## config.mk

```make
export PLATFORM = sky130hd
export DESIGN_NAME = murmur_hash_64b_top
export DESIGN_NICKNAME = d
export VERILOG_FILES = /design/src/design/mmh_pkg.sv /design/src/design/mmh_core.sv /design/src/design/murmur_hash_64b_top.sv
export SDC_FILE = /design/constraint.sdc
export NUM_CORES = 1
export LEC_CHECK = 0
export BUFFER_PORTS_ARGS = -buffer_cell sky130_fd_sc_hd__clkbuf_2
export CAP_MARGIN = 20
export CORE_AREA = 4 4 184 186
export CTS_BUF_LIST = sky130_fd_sc_hd__clkbuf_16
export DETAILED_ROUTE_END_ITERATION = 7
export DIE_AREA = 0 0 188 190
export HOLD_SLACK_MARGIN = 0.02
export PLACE_DENSITY = 0.86
export SLEW_MARGIN = 20
export SYNTH_ARGS = -nofsm -noshare
export SYNTH_HDL_FRONTEND = slang
export SYNTH_HIERARCHICAL = 1
export SYNTH_SLANG_ARGS = --single-unit
```

## constraint.sdc

```tcl
create_clock -name clk -period 9.6 [get_ports clk]
set_input_delay 2.4 -clock clk [delete_from_list [all_inputs] [get_ports clk]]
set_output_delay 2.4 -clock clk [all_outputs]
set_load 0.005 [all_outputs]
```

## src/design/mmh_pkg.sv

```systemverilog
// ----------------------------------------------------------------------------
// mmh_pkg: shared constants for the 64-bit murmur hash block
// Mixing multiplier, finalizer shifts, seed reset value and register map.
// ----------------------------------------------------------------------------
package mmh_pkg;

  localparam logic [31:0] SEED_RESET = 32'h1987_1016;
  localparam logic [31:0] MIX_MUL    = 32'h5bd1_e995;

  localparam int MIX_SHIFT = 24;
  localparam int FIN_SH0   = 18;
  localparam int FIN_SH1   = 22;
  localparam int FIN_SH2   = 17;
  localparam int FIN_SH3   = 19;

  localparam int MAX_KEY_BYTES_DEF = 255;

  localparam int CFG_ADDR_W = 3;
  localparam logic REG_HASH_SEED = 1'b0;

endpackage

```

## src/design/mmh_core.sv

```systemverilog
// ----------------------------------------------------------------------------
// mmh_core: word sequencer and shared multiplier
// Seeds, mixes and finalizes one key word per beat over a small state
// machine that runs every product through one 32x32 multiplier.
// ----------------------------------------------------------------------------
module mmh_core #(
  parameter int MAX_KEY_BYTES = mmh_pkg::MAX_KEY_BYTES_DEF
) (
  input  logic        clk,
  input  logic        rst_n,
  input  logic [31:0] hash_seed,
  input  logic        in_valid,
  output logic        in_stall,
  input  logic [31:0] in_key_word,
  input  logic [7:0]  in_key_length,
  output logic        out_valid,
  input  logic        out_stall,
  output logic [63:0] out_hash_value
);

  localparam int LenCap = (MAX_KEY_BYTES > 255) ? 255 : MAX_KEY_BYTES;
  localparam logic [7:0] LEN_CAP = 8'(LenCap);

  localparam logic [3:0] ST_IDLE = 4'd0;
  localparam logic [3:0] ST_W0   = 4'd1;
  localparam logic [3:0] ST_W1   = 4'd2;
  localparam logic [3:0] ST_W2   = 4'd3;
  localparam logic [3:0] ST_TAIL = 4'd4;
  localparam logic [3:0] ST_F0   = 4'd5;
  localparam logic [3:0] ST_F1   = 4'd6;
  localparam logic [3:0] ST_F2   = 4'd7;
  localparam logic [3:0] ST_F3   = 4'd8;
  localparam logic [3:0] ST_DONE = 4'd9;

  logic [3:0]  state_r, state_nxt;
  logic [31:0] h1_r, h1_nxt;
  logic [31:0] h2_r, h2_nxt;
  logic [31:0] k_r, k_nxt;
  logic [7:0]  bl_r, bl_nxt;
  logic        lane_r, lane_nxt;
  logic        in_key_r, in_key_nxt;
  logic        out_valid_r, out_valid_nxt;
  logic [63:0] out_hash_r, out_hash_nxt;

  logic        accept;
  logic [7:0]  len;
  logic [7:0]  eff_bl;
  logic [31:0] tail_mask;
  logic [31:0] mul_a;
  logic [31:0] mul_res;
  logic        slot_free;

  assign in_stall       = (state_r != ST_IDLE);
  assign accept         = in_valid && (state_r == ST_IDLE);
  assign out_valid      = out_valid_r;
  assign out_hash_value = out_hash_r;
  assign slot_free      = !out_valid_r || !out_stall;

  assign len    = (in_key_length > LEN_CAP) ? LEN_CAP : in_key_length;
  assign eff_bl = in_key_r ? bl_r : len;

  always_comb begin
    case (bl_r[1:0])
      2'd1:    tail_mask = 32'h0000_00ff;
      2'd2:    tail_mask = 32'h0000_ffff;
      2'd3:    tail_mask = 32'h00ff_ffff;
      default: tail_mask = 32'h0000_0000;
    endcase
  end

  always_comb begin
    unique case (state_r)
      ST_W0:   mul_a = k_r;
      ST_W1:   mul_a = k_r ^ (k_r >> mmh_pkg::MIX_SHIFT);
      ST_W2:   mul_a = lane_r ? h2_r : h1_r;
      ST_TAIL: mul_a = h2_r ^ (k_r & tail_mask);
      ST_F0:   mul_a = h1_r ^ (h2_r >> mmh_pkg::FIN_SH0);
      ST_F1:   mul_a = h2_r ^ (h1_r >> mmh_pkg::FIN_SH1);
      ST_F2:   mul_a = h1_r ^ (h2_r >> mmh_pkg::FIN_SH2);
      ST_F3:   mul_a = h2_r ^ (h1_r >> mmh_pkg::FIN_SH3);
      default: mul_a = 32'h0;
    endcase
  end

  assign mul_res = mul_a * mmh_pkg::MIX_MUL;

  always_comb begin
    state_nxt     = state_r;
    h1_nxt        = h1_r;
    h2_nxt        = h2_r;
    k_nxt         = k_r;
    bl_nxt        = bl_r;
    lane_nxt      = lane_r;
    in_key_nxt    = in_key_r;
    out_hash_nxt  = out_hash_r;
    out_valid_nxt = out_valid_r && out_stall;
    unique case (state_r)
      ST_IDLE: begin
        if (accept) begin
          k_nxt = in_key_word;
          if (!in_key_r) begin
            h1_nxt   = hash_seed ^ {24'h0, len};
            h2_nxt   = 32'h0;
            bl_nxt   = len;
            lane_nxt = 1'b0;
          end
          if (!in_key_r && (len == 8'd0)) begin
            state_nxt = ST_F0;
          end else if (eff_bl >= 8'd4) begin
            state_nxt = ST_W0;
          end else begin
            state_nxt = ST_TAIL;
          end
        end
      end
      ST_W0: begin
        k_nxt     = mul_res;
        state_nxt = ST_W1;
      end
      ST_W1: begin
        k_nxt     = mul_res;
        state_nxt = ST_W2;
      end
      ST_W2: begin
        if (lane_r) begin
          h2_nxt = mul_res ^ k_r;
        end else begin
          h1_nxt = mul_res ^ k_r;
        end
        bl_nxt = bl_r - 8'd4;
        if (bl_r == 8'd4) begin
          lane_nxt   = 1'b0;
          in_key_nxt = 1'b0;
          state_nxt  = ST_F0;
        end else begin
          lane_nxt   = !lane_r;
          in_key_nxt = 1'b1;
          state_nxt  = ST_IDLE;
        end
      end
      ST_TAIL: begin
        h2_nxt     = mul_res;
        bl_nxt     = 8'd0;
        lane_nxt   = 1'b0;
        in_key_nxt = 1'b0;
        state_nxt  = ST_F0;
      end
      ST_F0: begin
        h1_nxt    = mul_res;
        state_nxt = ST_F1;
      end
      ST_F1: begin
        h2_nxt    = mul_res;
        state_nxt = ST_F2;
      end
      ST_F2: begin
        h1_nxt    = mul_res;
        state_nxt = ST_F3;
      end
      ST_F3: begin
        h2_nxt    = mul_res;
        state_nxt = ST_DONE;
      end
      ST_DONE: begin
        if (slot_free) begin
          out_hash_nxt  = {h1_r, h2_r};
          out_valid_nxt = 1'b1;
          state_nxt     = ST_IDLE;
        end
      end
      default: state_nxt = ST_IDLE;
    endcase
  end

  always_ff @(posedge clk) begin
    if (!rst_n) begin
      state_r     <= ST_IDLE;
      h1_r        <= 32'h0;
      h2_r        <= 32'h0;
      bl_r        <= 8'd0;
      lane_r      <= 1'b0;
      in_key_r    <= 1'b0;
      out_valid_r <= 1'b0;
    end else begin
      state_r     <= state_nxt;
      h1_r        <= h1_nxt;
      h2_r        <= h2_nxt;
      bl_r        <= bl_nxt;
      lane_r      <= lane_nxt;
      in_key_r    <= in_key_nxt;
      out_valid_r <= out_valid_nxt;
    end
  end

  always_ff @(posedge clk) begin
    k_r        <= k_nxt;
    out_hash_r <= out_hash_nxt;
  end

endmodule

```

## src/design/murmur_hash_64b_top.sv

```systemverilog
// ----------------------------------------------------------------------------
// murmur_hash_64b_top: streaming 64-bit murmur hash of byte keys
// Holds the seed register behind the configuration port and hashes keys
// delivered as little-endian words.
//
//   port group | direction | beat content
//   in_*       | input     | key_word (32), key_length (8, first word only)
//   out_*      | output    | hash_value (64), h1 high, h2 low
//   cfg_*      | APB       | hash_seed at byte address 0
//
// A full word is accepted and then makes three passes through the single
// shared multiplier; a tail word makes one. The last word of a key adds
// the four finalizer products and the output load.
// Reset clears the sequencer and loads the seed default; no clearing pass.
// in_stall is high while a word is in work; a stalled result holds in the
// output register and the next word is taken meanwhile.
// ----------------------------------------------------------------------------
module murmur_hash_64b_top #(
  parameter int MAX_KEY_BYTES = mmh_pkg::MAX_KEY_BYTES_DEF
) (
  input  logic                        clk,
  input  logic                        rst_n,
  input  logic                        in_valid,
  output logic                        in_stall,
  input  logic [31:0]                 in_key_word,
  input  logic [7:0]                  in_key_length,
  output logic                        out_valid,
  input  logic                        out_stall,
  output logic [63:0]                 out_hash_value,
  input  logic                        cfg_psel,
  input  logic                        cfg_penable,
  input  logic                        cfg_pwrite,
  input  logic [mmh_pkg::CFG_ADDR_W-1:0] cfg_paddr,
  input  logic [31:0]                 cfg_pwdata,
  output logic [31:0]                 cfg_prdata,
  output logic                        cfg_pready
);

  logic [31:0] seed_r, seed_nxt;
  logic        cfg_wr;
  logic        sel_seed;

  assign cfg_pready = 1'b1;
  assign sel_seed   = (cfg_paddr[2] == mmh_pkg::REG_HASH_SEED);
  assign cfg_wr     = cfg_psel && cfg_penable && cfg_pwrite && cfg_pready;
  assign seed_nxt   = (cfg_wr && sel_seed) ? cfg_pwdata : seed_r;
  assign cfg_prdata = sel_seed ? seed_r : 32'h0;

  always_ff @(posedge clk) begin
    if (!rst_n) begin
      seed_r <= mmh_pkg::SEED_RESET;
    end else begin
      seed_r <= seed_nxt;
    end
  end

  mmh_core #(
    .MAX_KEY_BYTES(MAX_KEY_BYTES)
  ) u_core (
    .clk           (clk),
    .rst_n         (rst_n),
    .hash_seed     (seed_r),
    .in_valid      (in_valid),
    .in_stall      (in_stall),
    .in_key_word   (in_key_word),
    .in_key_length (in_key_length),
    .out_valid     (out_valid),
    .out_stall     (out_stall),
    .out_hash_value(out_hash_value)
  );

endmodule
```

==> run summary <==
Share of flip-flops with an asynchronous set or reset = 0
CP most frequent cell = fa_1
Slew Limit Fails = 0
First-pass GRT wire length = 101000 um
CTS tree = built
Netlist cell types = 83
Vias per cell = 6.18
Worst r2r path cells = 29
Initial core utilization = 0.615
DR pass1 iterations = 6
Yosys top cell by area = fa_1
CP Class = reg -> reg
Mean Syn Cell Area = 9.18 um^2
Worst path top cell family by delay = adder cells
Post-synth EDFFs = 96
Total of max-cap violations = 0
ANT cells = 0
I/O pin total = 181
Fraction of the yosys area taken by sequential cells = 0.257
CP max stage cell = nor2_1
Row cnt = 66
Congestion Overflow GR = 0
Final Hold Viols = 0
Layout area overhead = 11.9%
Critical path fanouts, max = 17
# setup viols final = 0
Post-synthesis cell count = 2162
Buffers & Inverters on Critical Path = 6
Critical Path End = u_core/h2_r[31]$_SDFFE_PN0P_
RSZ-0062 raised after global routing = no
Worst r2r src = u_core/state_r[2]$_SDFFE_PN0P_
Worst slew pin tran = 1.01 ns
Fin crit share = 0.952
Layout Utilization = 0.688
Core footprint = 32300 um^2
CP Depth = 29
Tmin final = 9.14 ns
Vias in the first global route = 17300
H-tree Lvls = 1
DIE HEIGHT = 190 um
Reg-to-reg setup timing slack = 0.46 ns
Hold WC Path Type = reg -> reg
Initial antenna violation count = 1
Clk buf depth = 3
CP Capture Type = flop
Critical Path Source Type = flop
Setup_tns = 0 ns
Setup Skew = 0.0130 ns
Min-Delay Startpoint = seed_r[13]$_SDFFE_PN0P_
Status = complete, no violations
Gpl congestion = 1.04
Critical Path RT = 9.99 ns
Num CTS Buffers = 21
Die area = 35700 um^2
Syn nets = 2643
Share of cells above drive strength 1 = 0.135
#FFs+latches synth = 207
Remaining antenna violation count after routing = 0
Vias = 17321
Worst-Skew Late Latency = 0.51 ns
Critical Path Source = u_core/state_r[2]$_SDFFE_PN0P_
Synth area leaders = fa_1 (18%), edfxtp_1 (15%), ha_1 (14%)
CTS Sinks = 207
Routed Wire Length = 66200 um
Iteration-0 DRC Markers = 2604
DP Wirelength = 51200 um
Synthesized cell area = 19800 um^2
Root Buffer = clkbuf_16
Wire per inst = 23.6 um
Total GRT Usage = 0.365
Clock Pin Slew Worst Setup and Hold Paths = 0.07 ns
R2r endpoint = u_core/h2_r[31]$_SDFFE_PN0P_
# DRC = 0
Top FF cell, synth = dfxtp_1
Max Fclk = 109 MHz
Synth top area share = 0.183
CP arrival = 9.53 ns
Port buffer count = 177
Worst stage delay on the critical path = 0.70 ns
CTS Hold Bufs = 0
Die Span X = 188 um
Final net count = 2826
Worst relative slew slack = 0.325
Largest net degree at the start of global routing = 101
Yosys warns = 6
[per-layer routing]
metal,part of all wire,vias up,track usage
li1,-,7636,-
met1,0.39,8210,0.508
met2,0.43,1255,0.556
met3,0.12,220,0.0763
met4,0.054,0,0.158
met5,0,-,0
[area by class of cell]
cell class                 count  area, um^2
multi-input combinational   1483       13000
fill                        2501       10100
sequential                   207        5110
timing repair buffer         256        1510
inverter                     376        1410
tap                          442         553
clock buffer                  22         551
clock inverter                16         118
[worst min path at each step]
stage,end,slack [ns],cells past startpoint
floorplan,u_core/out_hash_value[47]$_DFFE_PP_,0.42,0
global placement,seed_r[11]$_SDFFE_PN0P_,0.47,2
detailed placement,u_core/out_hash_value[13]$_DFFE_PP_,0.47,0
CTS,seed_r[13]$_SDFFE_PN0P_,0.49,2
global route,u_core/out_hash_value[46]$_DFFE_PP_,0.51,0
finish,seed_r[13]$_SDFFE_PN0P_,0.49,2
[stage by stage]
step           cell area [um^2]  setup slack, ns  cells  hold slack, ns
2_1_floorplan             19800             1.25   2162           0.425
3_3_place_gp              21500            0.568   2760           0.468
3_5_place_dp              21500            0.455   2760           0.469
4_1_cts                   22200            0.365   2798           0.493
5_1_grt                   22200           0.0597   2802           0.509
6_report                  22200            0.463   2802           0.493
[registers in the layout (all words and copies together), names as in the netlist]
signal                 cells
seed_r                    32
u_core/state_r             4
u_core/out_valid           1
u_core/lane_r              1
u_core/out_hash_value     64
u_core/k_r                32
u_core/h1_r               32
u_core/in_key_r            1
u_core/h2_r               32
u_core/bl_r                8
[logic make-up (layout without fill, tap and decap cells)]
kind of cell / after synthesis / in the layout / share of synthesized area
AND/OR/NAND/NOR: 485 / 485 / 0.115
buffers and inverters: 472 / 670 / 0.0936
AO/OA/AOI/OAI: 455 / 455 / 0.145
adder cells (fa/ha/maj): 399 / 399 / 0.320
flip-flops: 207 / 207 / 0.257
XOR/XNOR: 95 / 95 / 0.0444
multiplexers: 48 / 48 / 0.0243
other: 1 / 1 / 0.000189
[cells in the final DEF, fill, tap and decap left out, types with 4 or more instances in the layout]
master     netlist  routed
xnor2_1         61      61
and2_1           4       4
clkbuf_16        0      22
nand3b_1         6       6
mux2i_1         46      46
nand3_1         17      17
o2111ai_1        5       5
o31a_1           5       5
o221ai_1        15      15
a221oi_1        33      33
a21oi_1        129     126
o21a_1           7       7
xor2_1          30      30
clkbuf_2         0     176
nand2b_1        14      14
nor4_1           7       7
nand2_1        218     218
nor3b_1          4       4
o21ai_0        131     129
dfxtp_1        111     109
a22oi_1         25      25
o22ai_1          9       9
a31oi_1         13      13
edfxtp_1        96      96
or3_1            6       6
o211ai_1         7       7
a21o_1          14      14
nor3_1          16      16
o21ai_1          4       4
nor2b_1         61      61
clkinv_2         0       4
buf_4            2      78
inv_1          376     378
nor2_1         103     101
ha_1           218     218
a222oi_1        12      12
a311oi_1         6       6
fa_1           181     181
a211oi_1         7       7
[worst reg2reg max path: cells and delay by family, from the launching register on]
family / cells / cell delay, ns
AOI/OAI and AO/OA: 7 / 1.95
xor gates and xnor gates: 2 / 0.54
adders and majority gates: 9 / 4.02
buffers and inverters: 6 / 0.83
DFF: 1 / 0.51
and+or+nand+nor: 5 / 1.18
[cells in the mapped netlist, drive strengths merged, types with 7 or more instances]
| cell | count |
|---|---|
| nand3 | 18 |
| xor2 | 31 |
| fa | 181 |
| buf | 25 |
| o211ai | 7 |
| a221oi | 33 |
| a21o | 14 |
| nor4 | 7 |
| nand2b | 14 |
| xnor2 | 61 |
| a22oi | 25 |
| nor3 | 16 |
| nand2 | 219 |
| nor2 | 104 |
| a21oi | 131 |
| dfxtp | 111 |
| a222oi | 12 |
| inv | 376 |
| o21ai | 135 |
| o221ai | 15 |
| a211oi | 7 |
| nor2b | 61 |
| ha | 218 |
| o22ai | 9 |
| o21a | 7 |
| a31oi | 13 |
| clkbuf | 71 |
| mux2i | 46 |
| edfxtp | 96 |
[timing repair]
action | CTS | global route
resized for setup | 0 | 2
endpoints found under the setup margin | 0 | 6
setup buffers | 0 | 4
Power is left out: the tool's default activity adds up to more than one toggle a clock period on the data nets, which glitch-free logic cannot reach.
